$ cat src/rtl/drtt_pkg.sv
// ----------------------------------------------------------------------------
// drtt_pkg: shared types and constants of the direction repeat and tap tracker
// Holds field widths, register indexes, reset values, sequencer state types
// and the control and status bundles between the top level and the touch unit.
// ----------------------------------------------------------------------------
package drtt_pkg;

   localparam int DIRECTIONS = 4;

   // Field widths
   localparam int STICK_W   = 16;
   localparam int TIME_W    = 24;
   localparam int RAW_W     = 12;
   localparam int POS_W     = 18;
   localparam int DELTA_W   = 19;
   localparam int TIMER_W   = 26;
   localparam int DZ_W      = 15;
   localparam int SCALE_W   = 19;
   localparam int SLOP_W    = 16;

   // Configuration port
   localparam int CSR_IDX_W  = 3;
   localparam int CSR_DATA_W = 24;

   localparam logic [CSR_IDX_W-1:0] CSR_STICK_DEADZONE   = 3'd0;
   localparam logic [CSR_IDX_W-1:0] CSR_REPEAT_DELAY     = 3'd1;
   localparam logic [CSR_IDX_W-1:0] CSR_REPEAT_PERIOD    = 3'd2;
   localparam logic [CSR_IDX_W-1:0] CSR_SCALE_RECIPROCAL = 3'd3;
   localparam logic [CSR_IDX_W-1:0] CSR_TAP_SLOP         = 3'd4;

   localparam logic [DZ_W-1:0]    RST_STICK_DEADZONE   = 15'd16384;
   localparam logic [TIME_W-1:0]  RST_REPEAT_DELAY     = 24'd400000;
   localparam logic [TIME_W-1:0]  RST_REPEAT_PERIOD    = 24'd100000;
   localparam logic [SCALE_W-1:0] RST_SCALE_RECIPROCAL = 19'd65536;
   localparam logic [SLOP_W-1:0]  RST_TAP_SLOP         = 16'd160;

   // Stick magnitude that counts as pad activity (0.3 of full scale).
   localparam logic signed [STICK_W:0] STICK_PAD_LIMIT = 17'sd9830;

   typedef enum logic {
      ST_IDLE,
      ST_WORK
   } drtt_state_type;

   typedef enum logic [2:0] {
      TP_IDLE,
      TP_MUL,
      TP_POS,
      TP_DIFF,
      TP_SQ,
      TP_CMP,
      TP_DONE
   } tch_phase_type;

   typedef struct packed {
      logic start;
      logic commit;
   } tch_ctrl_type;

   typedef struct packed {
      logic                      done;
      logic                      pressed;
      logic                      released;
      logic                      tap;
      logic [POS_W-1:0]          pos_x;
      logic [POS_W-1:0]          pos_y;
      logic signed [DELTA_W-1:0] dx;
      logic signed [DELTA_W-1:0] dy;
   } tch_stat_type;

endpackage

$ cat src/rtl/drtt_lane.sv
// ----------------------------------------------------------------------------
// drtt_lane: auto-repeat lane for one direction
// Fires on activation, then after the repeat delay and every repeat period
// while the direction stays active. The timer saturates at its floor and is
// reloaded at most once per frame.
// ----------------------------------------------------------------------------
module drtt_lane (
   input  logic                           clock,
   input  logic                           reset,
   input  logic                           commit,
   input  logic                           active,
   input  logic [drtt_pkg::TIME_W-1:0]    elapsed,
   input  logic [drtt_pkg::TIME_W-1:0]    repeat_delay,
   input  logic [drtt_pkg::TIME_W-1:0]    repeat_period,
   output logic                           fire
);
   import drtt_pkg::*;

   localparam logic signed [TIMER_W:0] TIMER_FLOOR = -27'sd33554432;

   logic                      held_ff;
   logic                      held_in;
   logic signed [TIMER_W-1:0] timer_ff;
   logic signed [TIMER_W-1:0] timer_in;
   logic signed [TIMER_W:0]   t_sub;
   logic signed [TIMER_W:0]   t_sat;
   logic signed [TIMER_W:0]   t_rel;

   always_comb begin
      t_sub = {timer_ff[TIMER_W-1], timer_ff} - {3'b000, elapsed};
      t_sat = (t_sub < TIMER_FLOOR) ? TIMER_FLOOR : t_sub;
      t_rel = t_sat + {3'b000, repeat_period};
      held_in  = held_ff;
      timer_in = timer_ff;
      fire     = 1'b0;
      if (!active) begin
         held_in  = 1'b0;
         timer_in = '0;
      end else if (!held_ff) begin
         held_in  = 1'b1;
         timer_in = {2'b00, repeat_delay};
         fire     = 1'b1;
      end else if (t_sat <= 27'sd0) begin
         timer_in = t_rel[TIMER_W-1:0];
         fire     = 1'b1;
      end else begin
         timer_in = t_sat[TIMER_W-1:0];
      end
   end

   always_ff @(posedge clock) begin
      if (reset) begin
         held_ff  <= 1'b0;
         timer_ff <= '0;
      end else if (commit) begin
         held_ff  <= held_in;
         timer_ff <= timer_in;
      end
   end

endmodule

$ cat src/rtl/drtt_touch.sv
// ----------------------------------------------------------------------------
// drtt_touch: touch edge, position, delta and tap tracking unit
// Scales raw coordinates, forms deltas from the last and start positions and
// tests the squared distance against the squared slop over five steps:
// multiply, position, difference, square and compare. State is updated
// when the top level commits.
module drtt_touch (
   input  logic                          clock,
   input  logic                          reset,
   input  drtt_pkg::tch_ctrl_type        ctrl,
   input  logic                          present,
   input  logic [drtt_pkg::RAW_W-1:0]    raw_x,
   input  logic [drtt_pkg::RAW_W-1:0]    raw_y,
   input  logic [drtt_pkg::SCALE_W-1:0]  scale_reciprocal,
   input  logic [drtt_pkg::SLOP_W-1:0]   tap_slop,
   output drtt_pkg::tch_stat_type        stat
);
   import drtt_pkg::*;

   localparam int PROD_W = RAW_W + SCALE_W;
   localparam int SQ_W   = 2 * DELTA_W - 1;

   tch_phase_type phase_ff;
   tch_phase_type phase_in;

   // Tracked touch state
   logic             active_ff;
   logic             tap_ff;
   logic [POS_W-1:0] last_x_ff;
   logic [POS_W-1:0] last_y_ff;
   logic [POS_W-1:0] start_x_ff;
   logic [POS_W-1:0] start_y_ff;

   // Datapath steps
   logic [PROD_W-1:0]         prod_x_ff;
   logic [PROD_W-1:0]         prod_y_ff;
   logic [POS_W-1:0]          pos_x_ff;
   logic [POS_W-1:0]          pos_y_ff;
   logic signed [DELTA_W-1:0] mx_ff;
   logic signed [DELTA_W-1:0] my_ff;
   logic signed [DELTA_W-1:0] ddx_ff;
   logic signed [DELTA_W-1:0] ddy_ff;
   logic [SQ_W-1:0]           sq_x_ff;
   logic [SQ_W-1:0]           sq_y_ff;
   logic [2*SLOP_W-1:0]       slop_sq_ff;
   logic                      far_ff;

   logic [PROD_W-13:0]        shift_x;
   logic [PROD_W-13:0]        shift_y;
   logic signed [2*DELTA_W-1:0] sq_x;
   logic signed [2*DELTA_W-1:0] sq_y;
   logic [SQ_W:0]             dist_sq;

   always_comb begin
      phase_in = phase_ff;
      case (phase_ff)
         TP_IDLE: if (ctrl.start) begin
            phase_in = TP_MUL;
         end
         TP_MUL:  phase_in = TP_POS;
         TP_POS:  phase_in = TP_DIFF;
         TP_DIFF: phase_in = TP_SQ;
         TP_SQ:   phase_in = TP_CMP;
         TP_CMP:  phase_in = TP_DONE;
         TP_DONE: if (ctrl.commit) begin
            phase_in = TP_IDLE;
         end
         default: phase_in = TP_IDLE;
      endcase
   end

   always_ff @(posedge clock) begin
      if (reset) begin
         phase_ff <= TP_IDLE;
      end else begin
         phase_ff <= phase_in;
      end
   end

   always_comb begin
      shift_x = prod_x_ff[PROD_W-1:12];
      shift_y = prod_y_ff[PROD_W-1:12];
      sq_x    = mx_ff * mx_ff;
      sq_y    = my_ff * my_ff;
      dist_sq = {1'b0, sq_x_ff} + {1'b0, sq_y_ff};
   end

   always_ff @(posedge clock) begin
      case (phase_ff)
         TP_MUL: begin
            prod_x_ff <= PROD_W'(raw_x) * PROD_W'(scale_reciprocal);
            prod_y_ff <= PROD_W'(raw_y) * PROD_W'(scale_reciprocal);
         end
         TP_POS: begin
            // Position saturates at the largest Q.4 value.
            pos_x_ff <= shift_x[POS_W] ? '1 : shift_x[POS_W-1:0];
            pos_y_ff <= shift_y[POS_W] ? '1 : shift_y[POS_W-1:0];
         end
         TP_DIFF: begin
            mx_ff  <= {1'b0, pos_x_ff} - {1'b0, start_x_ff};
            my_ff  <= {1'b0, pos_y_ff} - {1'b0, start_y_ff};
            ddx_ff <= {1'b0, pos_x_ff} - {1'b0, last_x_ff};
            ddy_ff <= {1'b0, pos_y_ff} - {1'b0, last_y_ff};
         end
         TP_SQ: begin
            sq_x_ff    <= sq_x[SQ_W-1:0];
            sq_y_ff    <= sq_y[SQ_W-1:0];
            slop_sq_ff <= (2*SLOP_W)'(tap_slop) * (2*SLOP_W)'(tap_slop);
         end
         TP_CMP: begin
            far_ff <= dist_sq > (SQ_W+1)'(slop_sq_ff);
         end
         default: begin
         end
      endcase
   end

   always_comb begin
      stat.done     = (phase_ff == TP_DONE);
      stat.pressed  = present && !active_ff;
      stat.released = !present && active_ff;
      stat.tap      = tap_ff;
      stat.pos_x    = last_x_ff;
      stat.pos_y    = last_y_ff;
      stat.dx       = '0;
      stat.dy       = '0;
      if (present) begin
         stat.pos_x = pos_x_ff;
         stat.pos_y = pos_y_ff;
         if (!active_ff) begin
            stat.tap = 1'b1;
         end else begin
            stat.tap = tap_ff && !far_ff;
            stat.dx  = ddx_ff;
            stat.dy  = ddy_ff;
         end
      end
   end

   always_ff @(posedge clock) begin
      if (reset) begin
         active_ff  <= 1'b0;
         tap_ff     <= 1'b0;
         last_x_ff  <= '0;
         last_y_ff  <= '0;
         start_x_ff <= '0;
         start_y_ff <= '0;
      end else if (ctrl.commit) begin
         active_ff <= present;
         tap_ff    <= stat.tap;
         last_x_ff <= stat.pos_x;
         last_y_ff <= stat.pos_y;
         if (stat.pressed) begin
            start_x_ff <= pos_x_ff;
            start_y_ff <= pos_y_ff;
         end
      end
   end

endmodule

$ cat src/rtl/direction_repeat_and_tap_tracker.sv
// ----------------------------------------------------------------------------
// direction_repeat_and_tap_tracker: pad auto-repeat and touch tap tracker
// A request is registered, runs the five-step touch multiply and
// distance-compare sequence and is then committed to the output register.
// A new request is taken only after the last one has been committed.
// A result waiting in the output register delays only the commit step.
// Reset clears all tracking state and loads the configuration defaults.
// ----------------------------------------------------------------------------
module direction_repeat_and_tap_tracker (
   input  logic                                   clock,
   input  logic                                   reset,

   input  logic                                   req_valid,
   output logic                                   req_ready,
   input  logic [drtt_pkg::DIRECTIONS-1:0]        req_dpad_held,
   input  logic                                   req_any_direction_held,
   input  logic                                   req_any_button_pressed,
   input  logic signed [drtt_pkg::STICK_W-1:0]    req_stick_x,
   input  logic signed [drtt_pkg::STICK_W-1:0]    req_stick_y,
   input  logic [drtt_pkg::TIME_W-1:0]            req_elapsed,
   input  logic                                   req_touch_present,
   input  logic [drtt_pkg::RAW_W-1:0]             req_touch_raw_x,
   input  logic [drtt_pkg::RAW_W-1:0]             req_touch_raw_y,

   output logic                                   rsp_valid,
   input  logic                                   rsp_ready,
   output logic [drtt_pkg::DIRECTIONS-1:0]        rsp_navigate,
   output logic                                   rsp_touch_owns_cursor,
   output logic                                   rsp_touch_pressed,
   output logic                                   rsp_touch_released,
   output logic                                   rsp_still_a_tap,
   output logic [drtt_pkg::POS_W-1:0]             rsp_touch_x,
   output logic [drtt_pkg::POS_W-1:0]             rsp_touch_y,
   output logic signed [drtt_pkg::DELTA_W-1:0]    rsp_touch_dx,
   output logic signed [drtt_pkg::DELTA_W-1:0]    rsp_touch_dy,

   input  logic                                   csr_valid,
   output logic                                   csr_ready,
   input  logic [drtt_pkg::CSR_IDX_W-1:0]         csr_index,
   input  logic [drtt_pkg::CSR_DATA_W-1:0]        csr_wdata
);
   import drtt_pkg::*;

   // ------------------------------------------------------------------------
   // Configuration registers. Writes are always taken; an index past the
   // last register is dropped.
   // ------------------------------------------------------------------------
   logic [DZ_W-1:0]    stick_deadzone_ff;
   logic [TIME_W-1:0]  repeat_delay_ff;
   logic [TIME_W-1:0]  repeat_period_ff;
   logic [SCALE_W-1:0] scale_reciprocal_ff;
   logic [SLOP_W-1:0]  tap_slop_ff;

   assign csr_ready = 1'b1;

   always_ff @(posedge clock) begin
      if (reset) begin
         stick_deadzone_ff   <= RST_STICK_DEADZONE;
         repeat_delay_ff     <= RST_REPEAT_DELAY;
         repeat_period_ff    <= RST_REPEAT_PERIOD;
         scale_reciprocal_ff <= RST_SCALE_RECIPROCAL;
         tap_slop_ff         <= RST_TAP_SLOP;
      end else if (csr_valid && csr_ready) begin
         case (csr_index)
            CSR_STICK_DEADZONE:   stick_deadzone_ff   <= csr_wdata[DZ_W-1:0];
            CSR_REPEAT_DELAY:     repeat_delay_ff     <= csr_wdata[TIME_W-1:0];
            CSR_REPEAT_PERIOD:    repeat_period_ff    <= csr_wdata[TIME_W-1:0];
            CSR_SCALE_RECIPROCAL: scale_reciprocal_ff <= csr_wdata[SCALE_W-1:0];
            CSR_TAP_SLOP:         tap_slop_ff         <= csr_wdata[SLOP_W-1:0];
            default: begin
            end
         endcase
      end
   end

   // ------------------------------------------------------------------------
   // Request capture. The frame is held in these registers while the touch
   // unit runs its sequence; the lanes and the pad check read them at commit.
   // ------------------------------------------------------------------------
   logic [DIRECTIONS-1:0]     dpad_ff;
   logic                      any_dir_ff;
   logic                      any_btn_ff;
   logic signed [STICK_W-1:0] stick_x_ff;
   logic signed [STICK_W-1:0] stick_y_ff;
   logic [TIME_W-1:0]         elapsed_ff;
   logic                      present_ff;
   logic [RAW_W-1:0]          raw_x_ff;
   logic [RAW_W-1:0]          raw_y_ff;

   logic req_fire;
   assign req_fire = req_valid && req_ready;

   always_ff @(posedge clock) begin
      if (req_fire) begin
         dpad_ff    <= req_dpad_held;
         any_dir_ff <= req_any_direction_held;
         any_btn_ff <= req_any_button_pressed;
         stick_x_ff <= req_stick_x;
         stick_y_ff <= req_stick_y;
         elapsed_ff <= req_elapsed;
         present_ff <= req_touch_present;
         raw_x_ff   <= req_touch_raw_x;
         raw_y_ff   <= req_touch_raw_y;
      end
   end

   // ------------------------------------------------------------------------
   // Sequencer. A request is taken only while idle. The work state lasts
   // until the touch unit is done and the output register is free, and the
   // commit in that cycle updates all tracking state at once.
   // ------------------------------------------------------------------------
   drtt_state_type state_ff;
   drtt_state_type state_in;
   tch_ctrl_type   tch_ctrl;
   tch_stat_type   tch_stat;
   logic           out_free;
   logic           commit;

   assign out_free = !rsp_valid || rsp_ready;

   always_comb begin
      state_in  = state_ff;
      req_ready = 1'b0;
      commit    = 1'b0;
      case (state_ff)
         ST_IDLE: begin
            req_ready = 1'b1;
            if (req_valid) begin
               state_in = ST_WORK;
            end
         end
         ST_WORK: begin
            if (tch_stat.done && out_free) begin
               commit   = 1'b1;
               state_in = ST_IDLE;
            end
         end
         default: state_in = ST_IDLE;
      endcase
      tch_ctrl.start  = req_fire;
      tch_ctrl.commit = commit;
   end

   always_ff @(posedge clock) begin
      if (reset) begin
         state_ff <= ST_IDLE;
      end else begin
         state_ff <= state_in;
      end
   end

   // ------------------------------------------------------------------------
   // Touch unit.
   // ------------------------------------------------------------------------
   drtt_touch u_touch (
      .clock            (clock),
      .reset            (reset),
      .ctrl             (tch_ctrl),
      .present          (present_ff),
      .raw_x            (raw_x_ff),
      .raw_y            (raw_y_ff),
      .scale_reciprocal (scale_reciprocal_ff),
      .tap_slop         (tap_slop_ff),
      .stat             (tch_stat)
   );

   // ------------------------------------------------------------------------
   // Direction lanes. Each direction is active from its pad bit or from the
   // stick lying past the deadzone on its side (left and down are the
   // negative sides). The four lanes run side by side.
   // ------------------------------------------------------------------------
   logic signed [STICK_W:0] sx_ext;
   logic signed [STICK_W:0] sy_ext;
   logic signed [STICK_W:0] dz_pos;
   logic signed [STICK_W:0] dz_neg;
   logic [DIRECTIONS-1:0]   dir_now;
   logic [DIRECTIONS-1:0]   lane_fire;

   always_comb begin
      sx_ext = {stick_x_ff[STICK_W-1], stick_x_ff};
      sy_ext = {stick_y_ff[STICK_W-1], stick_y_ff};
      dz_pos = {2'b00, stick_deadzone_ff};
      dz_neg = -dz_pos;
      dir_now[0] = dpad_ff[0] || (sx_ext < dz_neg);
      dir_now[1] = dpad_ff[1] || (sx_ext > dz_pos);
      dir_now[2] = dpad_ff[2] || (sy_ext > dz_pos);
      dir_now[3] = dpad_ff[3] || (sy_ext < dz_neg);
   end

   for (genvar i = 0; i < DIRECTIONS; i++) begin : g_lane
      drtt_lane u_lane (
         .clock         (clock),
         .reset         (reset),
         .commit        (commit),
         .active        (dir_now[i]),
         .elapsed       (elapsed_ff),
         .repeat_delay  (repeat_delay_ff),
         .repeat_period (repeat_period_ff),
         .fire          (lane_fire[i])
      );
   end

   // ------------------------------------------------------------------------
   // Cursor ownership. A touch press hands the cursor to touch; any pad
   // activity in the same frame, including the stick beyond the fixed pad
   // limit, takes it back and wins over the press.
   // ------------------------------------------------------------------------
   logic pad_activity;
   logic driven_ff;
   logic driven_in;

   always_comb begin
      pad_activity = any_btn_ff || any_dir_ff
                  || (sx_ext > STICK_PAD_LIMIT) || (sx_ext < -STICK_PAD_LIMIT)
                  || (sy_ext > STICK_PAD_LIMIT) || (sy_ext < -STICK_PAD_LIMIT);
      driven_in = driven_ff;
      if (tch_stat.pressed) begin
         driven_in = 1'b1;
      end
      if (pad_activity) begin
         driven_in = 1'b0;
      end
   end

   always_ff @(posedge clock) begin
      if (reset) begin
         driven_ff <= 1'b0;
      end else if (commit) begin
         driven_ff <= driven_in;
      end
   end

   // ------------------------------------------------------------------------
   // Merge and output register. The lane fire bits are gathered into the
   // navigate vector and the response is loaded at commit.
   // ------------------------------------------------------------------------
   logic                      rsp_valid_ff;
   logic [DIRECTIONS-1:0]     rsp_navigate_ff;
   logic                      rsp_owns_ff;
   logic                      rsp_pressed_ff;
   logic                      rsp_released_ff;
   logic                      rsp_tap_ff;
   logic [POS_W-1:0]          rsp_x_ff;
   logic [POS_W-1:0]          rsp_y_ff;
   logic signed [DELTA_W-1:0] rsp_dx_ff;
   logic signed [DELTA_W-1:0] rsp_dy_ff;

   always_ff @(posedge clock) begin
      if (reset) begin
         rsp_valid_ff <= 1'b0;
      end else if (commit) begin
         rsp_valid_ff <= 1'b1;
      end else if (rsp_ready) begin
         rsp_valid_ff <= 1'b0;
      end
   end

   always_ff @(posedge clock) begin
      if (commit) begin
         rsp_navigate_ff <= lane_fire;
         rsp_owns_ff     <= driven_in;
         rsp_pressed_ff  <= tch_stat.pressed;
         rsp_released_ff <= tch_stat.released;
         rsp_tap_ff      <= tch_stat.tap;
         rsp_x_ff        <= tch_stat.pos_x;
         rsp_y_ff        <= tch_stat.pos_y;
         rsp_dx_ff       <= tch_stat.dx;
         rsp_dy_ff       <= tch_stat.dy;
      end
   end

   assign rsp_valid             = rsp_valid_ff;
   assign rsp_navigate          = rsp_navigate_ff;
   assign rsp_touch_owns_cursor = rsp_owns_ff;
   assign rsp_touch_pressed     = rsp_pressed_ff;
   assign rsp_touch_released    = rsp_released_ff;
   assign rsp_still_a_tap       = rsp_tap_ff;
   assign rsp_touch_x           = rsp_x_ff;
   assign rsp_touch_y           = rsp_y_ff;
   assign rsp_touch_dx          = rsp_dx_ff;
   assign rsp_touch_dy          = rsp_dy_ff;

   // ------------------------------------------------------------------------
   // Assertions.
   // ------------------------------------------------------------------------

   // A touch cannot begin and end in the same frame.
   a_edges_exclusive: assert property (@(posedge clock) disable iff (reset)
      rsp_valid_ff |-> !(rsp_pressed_ff && rsp_released_ff))
      else $error("touch press and release reported together");

   // The frame of a press reports no movement and starts a fresh tap.
   a_press_no_delta: assert property (@(posedge clock) disable iff (reset)
      (rsp_valid_ff && rsp_pressed_ff) |->
         (rsp_dx_ff == '0) && (rsp_dy_ff == '0) && rsp_tap_ff)
      else $error("touch press reported with movement or without tap");

   // A commit always presents a response on the following cycle.
   a_commit_shows: assert property (@(posedge clock) disable iff (reset)
      commit |=> rsp_valid_ff)
      else $error("committed frame did not reach the output register");

   // Commit waits for the touch sequence to finish.
   a_commit_done: assert property (@(posedge clock) disable iff (reset)
      commit |-> (state_ff == ST_WORK) && tch_stat.done)
      else $error("commit before the touch sequence finished");

endmodule

$ cat config.mk
export PLATFORM = sky130hd
export DESIGN_NAME = direction_repeat_and_tap_tracker
export DESIGN_NICKNAME = d
export VERILOG_FILES = /design/src/rtl/drtt_pkg.sv /design/src/rtl/drtt_lane.sv /design/src/rtl/drtt_touch.sv /design/src/rtl/direction_repeat_and_tap_tracker.sv
export SDC_FILE = /design/constraint.sdc
export NUM_CORES = 2
export LEC_CHECK = 0
export BUFFER_PORTS_ARGS = -buffer_cell sky130_fd_sc_hd__buf_4
export CAP_MARGIN = 40
export CORE_AREA = 8 8 473 475
export DETAILED_ROUTE_END_ITERATION = 12
export DIE_AREA = 0 0 481 483
export PLACE_DENSITY_LB_ADDON = 0.2
export SYNTH_ARGS = -nofsm -noshare
export SYNTH_HDL_FRONTEND = slang
export SYNTH_SLANG_ARGS = --single-unit
$ cat constraint.sdc
create_clock -name clock -period 9.2 [get_ports clock]
set_clock_uncertainty 0.2 [all_clocks]
set_input_delay 0.92 -clock clock [delete_from_list [all_inputs] [get_ports clock]]
set_output_delay 0.92 -clock clock [all_outputs]
set_load 0.01 [all_outputs]
==> run metrics <==
post-synth top area share=27.1%; global-route wire length before repair=380,000 um; MaxCap Viol Count=0; post_cts resized=0; initial antenna violation count=6; Rel. slew slack=34.9%; Avg WL per Cell=19.5 um; 1st-iter DRT viols=4,503; Skew-Pair Late Insertion Delay=0.75 ns; Synth Net Count=11.4k; Pleak=43.3 nW; Synth async-reset ratio=0%; Primary FF master, synth=edfxtp_1; Setup-failing EPs final=0; kind of end point of the critical path=flip-flop; crit path max fanout=22; fin. max-slew vios=0; clock input transition at the sequential cells of the worst setup and hold paths=0.07 ns; die width=481 um; CP most frequent cell=fa_1; Netlist Area Pre-Place=85,900 um2; share of cells above drive strength 1=5.96%; Synth cell types=91; syn avg cell area=9.28 um2; synth top area cells=fa_1 (27%), edfxtp_1 (15%), ha_1 (13%); sequential cell area fraction in the yosys report=21.5%; DR vias=64.4k; area of the core=216,000 um2; Site Rows=171; Final Util=43.4%; Setup crit start kind=flip-flop; vias per cell=5.26; I/O pin total=204; H-tree depth=3; Total Routing Usage GR=20.5%; postcts setup bufs=0; Final ANT Viol Nets=0; RePlAce Congestion=0.906; Crit Path Category=flip-flop to flip-flop; Synth Register Bits=709; number of port buffers=202; CP max stage delay=0.94 ns; CTS tree=built; final setup TNS=0 ns; Hold Crit Class=input port to flip-flop; clk buf depth=3; commonest non-fill, non-tap cell in the layout=inv_1; Starting Density=39.7%; vias in the first global route=67.7k; Tcrit/Tclk final=92.1%; die height=483 um; Syn-to-layout area delta=9.19%; RSZ-0062 raised after global routing=false; P per Cell Area=164 nW/um2; grt ovf=0; post-synth top area cell=fa_1; status=finished clean; most frequent cells in the layout=inv_1 (1,582), nand2_1 (1,213), fa_1 (1,163); maximum vdd drop=0.204 mV; length of the first detailed-routing pass in iterations=6; pin count of the biggest net entering global routing=86; CP arrival=8.70 ns; number of remaining DRC errors=0; CTS Sinks=709; number of enable flip-flop cells after synthesis=423; root buffer cell=clkbuf_16; Req. time, crit path=9.43 ns; slowest cell on the critical path=edfxtp_1; drt total wl=239,000 um; Final HPWL DP=197,000 um; Post-Syn Instances=9,256; Post-CTS Hold Fix Bufs=0; final worst path period need=8.47 ns; Worst Max-Slew Pin Slew=0.977 ns; Final nets=11.5k; fmax=118 MHz; Num CTS Buffers=86; warning count from the yosys run=0; die area=232,000 um2; Final Hold Fails=0; fillers=21.0k
[flip-flops by register name, indices dropped and copies added, names as in the netlist, 19 cells and up]
signal and count:
elapsed_ff 24, u_touch.mx_ff 19, u_touch.prod_x_ff 19, u_touch.sq_x_ff 36, scale_reciprocal_ff 19, u_touch.ddx_ff 19
u_touch.my_ff 19, rsp_touch_dy 19, u_touch.slop_sq_ff 31, repeat_period_ff 24, g_lane.u_lane.timer_ff 104, rsp_touch_dx 19
u_touch.ddy_ff 19, u_touch.sq_y_ff 36, repeat_delay_ff 24, u_touch.prod_y_ff 19
[worst paths after layout]
| path | slack, ns | from | to | cells after the start |
|---|---|---|---|---|
| min reg2reg | 0.25 | g_lane[1].u_lane.timer_ff[23] | g_lane[1].u_lane.timer_ff[23] | 2 |
| min | 0.14 | req_touch_raw_x[6] | raw_x_ff[6] | 1 |
| max | 0.73 | u_touch.mx_ff[1] | u_touch.sq_x_ff[36] | 25 |
| max reg2reg | 0.73 | u_touch.mx_ff[1] | u_touch.sq_x_ff[36] | 25 |
[stage by stage]
stage	hold slack, ns	power [W]	worst slack [ns]	cell area [um2]	instances
2_1_floorplan	0.220	0.00963	0.736	85900	9256
3_3_place_gp	0.237	0.0117	0.955	90500	12100
3_5_place_dp	0.238	0.0118	0.759	90700	12100
4_1_cts	0.0588	0.0156	0.692	93800	12300
5_1_grt	0.107	0.0166	0.108	93800	12300
6_report	0.139	0.0154	0.731	93800	12300
[critical path: cells and delay by family, from the launching register on]
family,cells,cell delay (ns)
compound gates,9,2.69
xor+xnor,1,0.10
fa+ha+maj,8,3.53
buf+inv,4,0.23
flops,1,0.94
simple gates,3,0.48
[synth_stat cells (all sizes together), types with 14 or more instances]
master / number
o2111ai: 14
xor2: 130
o21bai: 36
o211ai: 47
a31o: 14
nor3: 96
a211oi: 51
buf: 30
inv: 1583
and2: 273
nor2b: 113
fa: 1163
a31oi: 38
nor4: 19
nor2: 426
a21boi: 23
dfxtp: 286
nand2: 1213
xnor2: 276
nand3b: 28
nand3: 113
o311ai: 35
a2111oi: 14
o21ai: 296
ha: 873
mux2i: 19
clkbuf: 290
edfxtp: 423
nand4: 56
a22oi: 77
a21o: 170
nand2b: 77
and3: 75
a21oi: 487
o21a: 78
or2: 60
or3: 27
o31ai: 21
[power breakdown]
| group | switching [W] | leakage [nW] | internal (W) |
|---|---|---|---|
| Sequential | 0.000151 | 6.13 | 0.00383 |
| Clock | 0.00152 | 1.47 | 0.00215 |
| Combinational | 0.00447 | 35.7 | 0.00329 |
[routing by layer]
| metal | routed length, um | GRT usage, % | vias to the layer above |
|---|---|---|---|
| li1 | - | - | 30400 |
| met1 | 106000 | 27.7 | 32200 |
| met2 | 114000 | 34.6 | 1577 |
| met3 | 13200 | 2.70 | 277 |
| met4 | 5630 | 5.30 | 0 |
| met5 | 0 | 0 | - |
[cell families after synthesis]
kind of cell	share of synthesized area [%]
AOI/OAI and AO/OA	11.7
xor gates and xnor gates	4.14
adders and majority gates	39.8
buffers and inverters	8.36
DFF	21.5
muxes	0.326
other	0.00437
and+or+nand+nor	14.2
[final cells by class]
cell class | count | area (um2) | area share [%]
inverters | 1585 | 5950 | 6.35
well taps | 2854 | 3570 | 3.81
multi-input cells | 6642 | 60300 | 64.3
diodes | 4 | 10.0 | 0.0107
repair buffers | 304 | 2450 | 2.61
clock inverters | 51 | 653 | 0.697
clock buffers | 109 | 2360 | 2.52
flip-flops and latches | 709 | 18400 | 19.7
No activity file was read; power rests on OpenSTA's default activity.
